$ cat src/design/lpps_pkg.sv
// lpps_pkg: shared types and codes for the led pulse pattern sequencer
// holds request codes, mode encoding and the request/response beat structs
// no dependencies
package lpps_pkg;

    localparam int TIME_BITS  = 16;
    localparam int COUNT_BITS = 8;

    localparam logic [2:0] REQ_INIT   = 3'd0;
    localparam logic [2:0] REQ_PULSE  = 3'd1;
    localparam logic [2:0] REQ_ON     = 3'd2;
    localparam logic [2:0] REQ_OFF    = 3'd3;
    localparam logic [2:0] REQ_EXPIRE = 3'd4;

    typedef enum logic [2:0] {
        MODE_UNINIT = 3'd0,
        MODE_SOFF   = 3'd1,
        MODE_SON    = 3'd2,
        MODE_PON    = 3'd3,
        MODE_POFF   = 3'd4,
        MODE_GAP    = 3'd5
    } mode_t;

    typedef struct packed {
        logic [2:0]            req_type;
        logic [TIME_BITS-1:0]  on_time;
        logic [TIME_BITS-1:0]  off_time;
        logic [TIME_BITS-1:0]  gap_time;
        logic [COUNT_BITS-1:0] burst_count;
    } req_t;

    typedef struct packed {
        logic                 led_level;
        logic                 timer_start;
        logic [TIME_BITS-1:0] timer_length;
        logic                 ignored;
        logic [2:0]           mode_now;
    } rsp_t;

endpackage

$ cat src/design/led_pulse_pattern_sequencer.sv
// led_pulse_pattern_sequencer: request beat registered in lpps_in_stage, response beat registered in lpps_out_stage
// throughput one event per cycle while the response side holds ready high, set by the mode update in lpps_fsm
// both channels stall only when the response side holds ready low
// reset (rst_n low, asynchronous) empties both registers, mode uninitialised,
// led dark, stored times zero, burst one
module led_pulse_pattern_sequencer (
    input  logic           clk,
    input  logic           rst_n,
    input  logic           req_valid,
    output logic           req_ready,
    input  lpps_pkg::req_t req,
    output logic           rsp_valid,
    input  logic           rsp_ready,
    output lpps_pkg::rsp_t rsp
);

    logic           item_valid;
    logic           item_take;
    logic           result_ready;
    lpps_pkg::req_t item;
    lpps_pkg::rsp_t result;

    assign item_take = item_valid && result_ready;

    lpps_in_stage u_in (
        .clk        (clk),
        .rst_n      (rst_n),
        .req_valid  (req_valid),
        .req_ready  (req_ready),
        .req        (req),
        .item_valid (item_valid),
        .item_take  (item_take),
        .item       (item)
    );

    lpps_fsm u_fsm (
        .clk    (clk),
        .rst_n  (rst_n),
        .fire   (item_take),
        .item   (item),
        .result (result)
    );

    lpps_out_stage u_out (
        .clk          (clk),
        .rst_n        (rst_n),
        .result_valid (item_valid),
        .result_ready (result_ready),
        .result       (result),
        .rsp_valid    (rsp_valid),
        .rsp_ready    (rsp_ready),
        .rsp          (rsp)
    );

endmodule

$ cat src/design/lpps_in_stage.sv
// lpps_in_stage: input register holding one request beat
// depends on lpps_pkg
module lpps_in_stage (
    input  logic          clk,
    input  logic          rst_n,
    input  logic          req_valid,
    output logic          req_ready,
    input  lpps_pkg::req_t req,
    output logic          item_valid,
    input  logic          item_take,
    output lpps_pkg::req_t item
);

    logic          valid_reg;
    logic          valid_next;
    lpps_pkg::req_t data_reg;

    // room when empty or when the held beat leaves this cycle
    assign req_ready  = !valid_reg || item_take;
    assign valid_next = (req_valid && req_ready) ? 1'b1 : (item_take ? 1'b0 : valid_reg);

    always_ff @(posedge clk or negedge rst_n)
    begin
        if (!rst_n)
        begin
            valid_reg <= 1'b0;
        end
        else
        begin
            valid_reg <= valid_next;
        end
    end

    always_ff @(posedge clk)
    begin
        if (req_valid && req_ready)
        begin
            data_reg <= req;
        end
    end

    assign item_valid = valid_reg;
    assign item       = data_reg;

endmodule

$ cat src/design/lpps_fsm.sv
// lpps_fsm: mode state machine, stored pattern and per-event result logic
// depends on lpps_pkg
module lpps_fsm (
    input  logic           clk,
    input  logic           rst_n,
    input  logic           fire,
    input  lpps_pkg::req_t item,
    output lpps_pkg::rsp_t result
);

    lpps_pkg::mode_t mode_reg;
    lpps_pkg::mode_t mode_next;
    logic            led_reg;
    logic            led_next;
    logic [lpps_pkg::TIME_BITS-1:0]  on_reg;
    logic [lpps_pkg::TIME_BITS-1:0]  on_next;
    logic [lpps_pkg::TIME_BITS-1:0]  off_reg;
    logic [lpps_pkg::TIME_BITS-1:0]  off_next;
    logic [lpps_pkg::TIME_BITS-1:0]  gap_reg;
    logic [lpps_pkg::TIME_BITS-1:0]  gap_next;
    logic [lpps_pkg::COUNT_BITS-1:0] burst_reg;
    logic [lpps_pkg::COUNT_BITS-1:0] burst_next;
    logic [lpps_pkg::COUNT_BITS-1:0] left_reg;
    logic [lpps_pkg::COUNT_BITS-1:0] left_next;
    logic [lpps_pkg::COUNT_BITS-1:0] left_dec;
    logic                            single;

    assign left_dec = left_reg - lpps_pkg::COUNT_BITS'(1);
    assign single   = (item.burst_count <= lpps_pkg::COUNT_BITS'(1));

    // next state
    always_comb
    begin
        mode_next  = mode_reg;
        led_next   = led_reg;
        on_next    = on_reg;
        off_next   = off_reg;
        gap_next   = gap_reg;
        burst_next = burst_reg;
        left_next  = left_reg;
        if (mode_reg == lpps_pkg::MODE_UNINIT)
        begin
            if (item.req_type == lpps_pkg::REQ_INIT)
            begin
                mode_next = lpps_pkg::MODE_SOFF;
                led_next  = 1'b0;
            end
        end
        else
        begin
            case (item.req_type)
                lpps_pkg::REQ_PULSE:
                begin
                    on_next    = item.on_time;
                    off_next   = item.off_time;
                    gap_next   = single ? '0 : item.gap_time;
                    burst_next = single ? lpps_pkg::COUNT_BITS'(1) : item.burst_count;
                    left_next  = single ? lpps_pkg::COUNT_BITS'(1) : item.burst_count;
                    mode_next  = lpps_pkg::MODE_PON;
                    led_next   = 1'b1;
                end
                lpps_pkg::REQ_ON:
                begin
                    mode_next = lpps_pkg::MODE_SON;
                    led_next  = 1'b1;
                end
                lpps_pkg::REQ_OFF:
                begin
                    mode_next = lpps_pkg::MODE_SOFF;
                    led_next  = 1'b0;
                end
                lpps_pkg::REQ_EXPIRE:
                begin
                    case (mode_reg)
                        lpps_pkg::MODE_PON:
                        begin
                            mode_next = lpps_pkg::MODE_POFF;
                            led_next  = 1'b0;
                        end
                        lpps_pkg::MODE_POFF:
                        begin
                            if (left_dec != '0)
                            begin
                                left_next = left_dec;
                                mode_next = lpps_pkg::MODE_PON;
                                led_next  = 1'b1;
                            end
                            else if (gap_reg == '0)
                            begin
                                left_next = burst_reg;
                                mode_next = lpps_pkg::MODE_PON;
                                led_next  = 1'b1;
                            end
                            else
                            begin
                                left_next = left_dec;
                                mode_next = lpps_pkg::MODE_GAP;
                            end
                        end
                        lpps_pkg::MODE_GAP:
                        begin
                            left_next = burst_reg;
                            mode_next = lpps_pkg::MODE_PON;
                            led_next  = 1'b1;
                        end
                        default:
                        begin
                            mode_next = mode_reg;
                        end
                    endcase
                end
                default:
                begin
                    mode_next = mode_reg;
                end
            endcase
        end
    end

    // result for this event
    always_comb
    begin
        result.led_level    = led_next;
        result.mode_now     = mode_next;
        result.timer_start  = 1'b0;
        result.timer_length = '0;
        result.ignored      = 1'b0;
        if (mode_reg == lpps_pkg::MODE_UNINIT)
        begin
            result.ignored = (item.req_type != lpps_pkg::REQ_INIT);
        end
        else
        begin
            case (item.req_type)
                lpps_pkg::REQ_PULSE:
                begin
                    result.timer_start  = 1'b1;
                    result.timer_length = item.on_time;
                end
                lpps_pkg::REQ_ON:
                begin
                    result.ignored = (mode_reg == lpps_pkg::MODE_SON);
                end
                lpps_pkg::REQ_OFF:
                begin
                    result.ignored = (mode_reg == lpps_pkg::MODE_SOFF);
                end
                lpps_pkg::REQ_EXPIRE:
                begin
                    case (mode_reg)
                        lpps_pkg::MODE_PON:
                        begin
                            result.timer_start  = 1'b1;
                            result.timer_length = off_reg;
                        end
                        lpps_pkg::MODE_POFF:
                        begin
                            result.timer_start = 1'b1;
                            if (left_dec == '0 && gap_reg != '0)
                            begin
                                result.timer_length = gap_reg;
                            end
                            else
                            begin
                                result.timer_length = on_reg;
                            end
                        end
                        lpps_pkg::MODE_GAP:
                        begin
                            result.timer_start  = 1'b1;
                            result.timer_length = on_reg;
                        end
                        default:
                        begin
                            result.ignored = 1'b1;
                        end
                    endcase
                end
                default:
                begin
                    result.ignored = 1'b1;
                end
            endcase
        end
    end

    always_ff @(posedge clk or negedge rst_n)
    begin
        if (!rst_n)
        begin
            mode_reg  <= lpps_pkg::MODE_UNINIT;
            led_reg   <= 1'b0;
            on_reg    <= '0;
            off_reg   <= '0;
            gap_reg   <= '0;
            burst_reg <= lpps_pkg::COUNT_BITS'(1);
            left_reg  <= '0;
        end
        else if (fire)
        begin
            mode_reg  <= mode_next;
            led_reg   <= led_next;
            on_reg    <= on_next;
            off_reg   <= off_next;
            gap_reg   <= gap_next;
            burst_reg <= burst_next;
            left_reg  <= left_next;
        end
    end

endmodule

$ cat src/design/lpps_out_stage.sv
// lpps_out_stage: result register in front of the response channel
// depends on lpps_pkg
module lpps_out_stage (
    input  logic           clk,
    input  logic           rst_n,
    input  logic           result_valid,
    output logic           result_ready,
    input  lpps_pkg::rsp_t result,
    output logic           rsp_valid,
    input  logic           rsp_ready,
    output lpps_pkg::rsp_t rsp
);

    logic           valid_reg;
    logic           valid_next;
    lpps_pkg::rsp_t data_reg;

    assign result_ready = !valid_reg || rsp_ready;
    assign valid_next   = result_ready ? result_valid : valid_reg;

    always_ff @(posedge clk or negedge rst_n)
    begin
        if (!rst_n)
        begin
            valid_reg <= 1'b0;
        end
        else
        begin
            valid_reg <= valid_next;
        end
    end

    always_ff @(posedge clk)
    begin
        if (result_valid && result_ready)
        begin
            data_reg <= result;
        end
    end

    assign rsp_valid = valid_reg;
    assign rsp       = data_reg;

endmodule

$ cat config.mk
export PLATFORM = sky130hd
export DESIGN_NAME = led_pulse_pattern_sequencer
export DESIGN_NICKNAME = d
export VERILOG_FILES = /design/src/design/lpps_pkg.sv /design/src/design/led_pulse_pattern_sequencer.sv /design/src/design/lpps_in_stage.sv /design/src/design/lpps_fsm.sv /design/src/design/lpps_out_stage.sv
export SDC_FILE = /design/constraint.sdc
export NUM_CORES = 1
export LEC_CHECK = 0
export BUFFER_PORTS_ARGS = -buffer_cell sky130_fd_sc_hd__buf_2
export CAP_MARGIN = 20
export CORE_MARGIN = 4
export CORE_UTILIZATION = 26
export DETAILED_ROUTE_END_ITERATION = 16
export PLACE_DENSITY = 0.39
export REMOVE_ABC_BUFFERS = 1
export SYNTH_ARGS = -nofsm -noshare
export SYNTH_HDL_FRONTEND = slang
export SYNTH_SLANG_ARGS = --single-unit
export TNS_END_PERCENT = 5
$ cat constraint.sdc
create_clock -name clk -period 2.68 [get_ports clk]
set_clock_uncertainty 0.1 [all_clocks]
set_input_delay 0.134 -clock clk [delete_from_list [all_inputs] [get_ports clk]]
set_output_delay 0.134 -clock clk [all_outputs]
set_load 0.03 [all_outputs]
==> impl_metrics.py <==
metrics = {
    "global_route": {
        "grt_antenna_before_repair": 0,
        "grt.overflow.total": 0,
        "grt_pass1_wl_um": 29900,
        "grt_pass1_vias": 5340,
        "grt_use_total_pct": 13.3,
        "grt_max_degree": 71,
    },
    "timing": {
        "finalMaxSlewViolations": 0,
        "setup_slack_ns": 0.216,
        "slew_headroom_pct": 26.2,
        "setup_tns_ns": 0,
        "timing.fmax_mhz": 406,
        "final-setup-viol-count": 0,
        "finalCritPeriodShare_pct": 91.9,
        "hold_viol_final": 0,
        "finalCriticalPeriod_ns": 2.46,
        "max_slew.worst_pin.slew_ns": 1.11,
        "holdWs_ns": 0.0632,
        "grt_setup_unrepaired": "no",
    },
    "floorplan": {
        "dieArea_mm2": 0.0285,
        "core_area_mm2": 0.0253,
        "die_height_um": 169,
        "start_util_pct": 26.6,
        "row_count": 58,
        "io_pins": 87,
        "die_x_um": 169,
    },
    "power": {
        "p_leak_nw": 3.58,
        "vdd_drop_max_mv": 0.343,
        "finalPower_w": 0.00814,
        "power_density_mw_per_mm2": 908,
    },
    "worst_setup_path": {
        "rr_startpoint": "u_fsm.left_reg[0]",
        "critPathKind": "reg -> reg",
        "path_delay_family": "compound AO/OA/AOI/OAI gates",
        "startpoint_type": "register",
        "worstPathRequired_ns": 2.80,
        "crit_fanout": 16,
        "worstReg2RegEnd": "u_out.rsp[4]",
        "crit_slowest_cell": "dfrtp_1",
        "r2r_cells": 9,
        "r2r_slack_ns": 0.22,
        "endpoint_kind": "register",
        "critPathBufInv": 2,
        "slowest_delay_ns": 0.40,
        "crit_path_cell_trace": "inv_1 -> ha_2 -> and2b_1 -> a31o_2 -> a22o_1 -> a21oi_4 -> buf_12 -> a21oi_1 -> a221oi_1",
        "crit_arrival_ns": 2.58,
        "path_depth": 9,
    },
    "cts": {
        "cts_made_buffers": 17,
        "clockBufferDepth": 2,
        "clock_latency_ns": 0.41,
        "root_buffer": "clkbuf_16",
        "htreeDepth": 4,
        "path_clk_slew_ns": 0.06,
        "cts_tree": "yes",
        "cts.sink_count": 151,
    },
    "route": {
        "drtAntennaViolNets": 0,
        "drt-total-wl_um": 18200,
        "wl_per_cell_um": 16.9,
        "num_vias": 4981,
        "drc": 0,
        "drt_iter0_drc": 208,
        "via_per_inst": 4.63,
        "first_pass_iters": 4,
    },
    "logic_synthesis": {
        "ys.flop_type": "edfxtp_1",
        "ys_warn_count": 0,
        "syn_area_mm2": 0.00673,
        "ys_types": 62,
        "synth_cells": 563,
        "ys_seq_area_share_pct": 62.2,
        "synth_top_area_share_pct": 36.2,
        "synth_top_cell_by_area": "edfxtp_1",
        "avgSynthCellArea_um2": 11.9,
        "synthArstFlopShare_pct": 46.4,
        "synth-edff-count": 81,
        "synthTopCellsByArea": "edfxtp_1 36%, dfrtp_1 26%, mux2_2 6.7%",
        "ys_seq_elements": 151,
    },
    "cells_and_area": {
        "largest_reg_flops": 59,
        "fin_area_mm2": 0.00896,
        "drive_gt1_share_pct": 29.9,
        "largest-register": "u_in.item",
        "nNetsFinal": 797,
        "diodes": 0,
        "areaGrowthSynthToFinish_pct": 33.3,
    },
    "min_path": {
        "hold_path_class": "in -> async",
    },
    "placement": {
        "placed_area_mm2": 0.00771,
        "io_buffers": 86,
        "pre_cts_ws_ns": 0.142,
        "dp_hpwl_um": 12500,
        "gp_congestion": 0.889,
    },
    "outcome": {
        "status": "finished, final reports clean",
    },
    "job": {
        "max_cap_viol_count": 0,
    },
}
-- layout by cell type, fill, tap and decap left out, types with 3 or more instances in the layout --
master	Yosys	layout
clkbuf_16	0	17
nand3_1	21	21
nor2b_1	4	3
a21oi_1	29	29
a221oi_2	10	11
inv_1	7	7
clkinv_4	0	3
a21oi_2	10	10
dfrtp_1	69	69
o211ai_1	4	4
dlygate4sd3_1	0	63
o21ai_0	21	21
a221oi_1	6	5
nor2_1	35	35
nand2b_1	7	7
buf_4	0	26
clkinv_2	0	3
buf_12	0	3
nand2_1	106	105
o21ai_1	15	14
nor3_1	5	5
nor4_1	5	5
a22o_1	3	3
o22ai_1	3	3
xor2_1	4	4
edfxtp_1	81	81
mux2_2	40	40
buf_2	5	85
-- layout make-up --
cell class	count	area, µm²
multi-input cells	375	2400
repair buffers	179	1350
well taps	330	413
inverters	8	30.0
clock inverters	11	125
fillers	2472	16400
clock buffers	21	460
flip-flops and latches	151	4190
-- cells in the mapped netlist (4+ instances only) --
cell / number
nor2b_1: 4
nor4_1: 5
a221oi_1: 6
edfxtp_1: 81
a221oi_2: 10
inv_1: 7
clkbuf_1: 21
a21oi_1: 29
o21ai_0: 21
dfrtp_1: 69
o21ai_1: 15
o211ai_1: 4
a21oi_2: 10
nand3_1: 21
mux2_2: 40
buf_2: 5
nor3_1: 5
nor2_1: 35
nand2_1: 106
nand2b_1: 7
xor2_1: 4
-- how the worst max path moves through the flow --
stage / to / slack [ns] / from
floorplan: u_fsm.burst_reg[1] / -0.56 / u_in.item[58]
global placement: u_out.rsp[18] / 0.24 / u_fsm.left_reg[0]
detailed placement: u_out.rsp[7] / 0.14 / u_fsm.left_reg[0]
CTS: u_out.rsp[7] / 0.1 / u_fsm.left_reg[0]
global route: u_out.rsp[5] / 0.02 / u_fsm.mode_reg[1]
finish: u_out.rsp[4] / 0.22 / u_fsm.left_reg[0]
-- power by group --
part / switching, W / internal (W)
clock: 0.000949 / 0.00142
sequential: 0.000506 / 0.00308
combinational: 0.00119 / 0.000989
-- kinds of logic after synthesis --
group / after synthesis / share of synthesized area, %
fa+ha+maj: 2 / 0.372
buf+inv: 37 / 2.38
flops: 151 / 62.2
compound gates: 122 / 13.2
simple gates: 204 / 14.2
xor+xnor: 6 / 0.781
mux: 41 / 6.84
-- routing by layer --
layer	GRT usage [%]	up-vias	routed length, µm
met4	4.09	0	256
met3	2.48	22	583
li1	-	2397	-
met5	0	-	0
met2	22.0	119	8930
met1	17.9	2443	8450
-- per-stage QoR --
stage,util [%],std cells
after floorplan,-,534
after global placement,30.4,979
after detailed placement,30.4,979
after CTS,35.2,1074
after global routing,35.4,1075
final,35.4,1075
-- what timing repair did --
| item | 4_1_cts | 5_1_grt |
|---|---|---|
| endpoints found under the hold margin | 130 | 0 |
| hold buffers | 63 | 0 |
| setup endpoints to repair | 0 | 11 |
| setup buffers | 0 | 0 |
| gates resized for setup | 0 | 3 |
(Power assumes the default switching activity.)
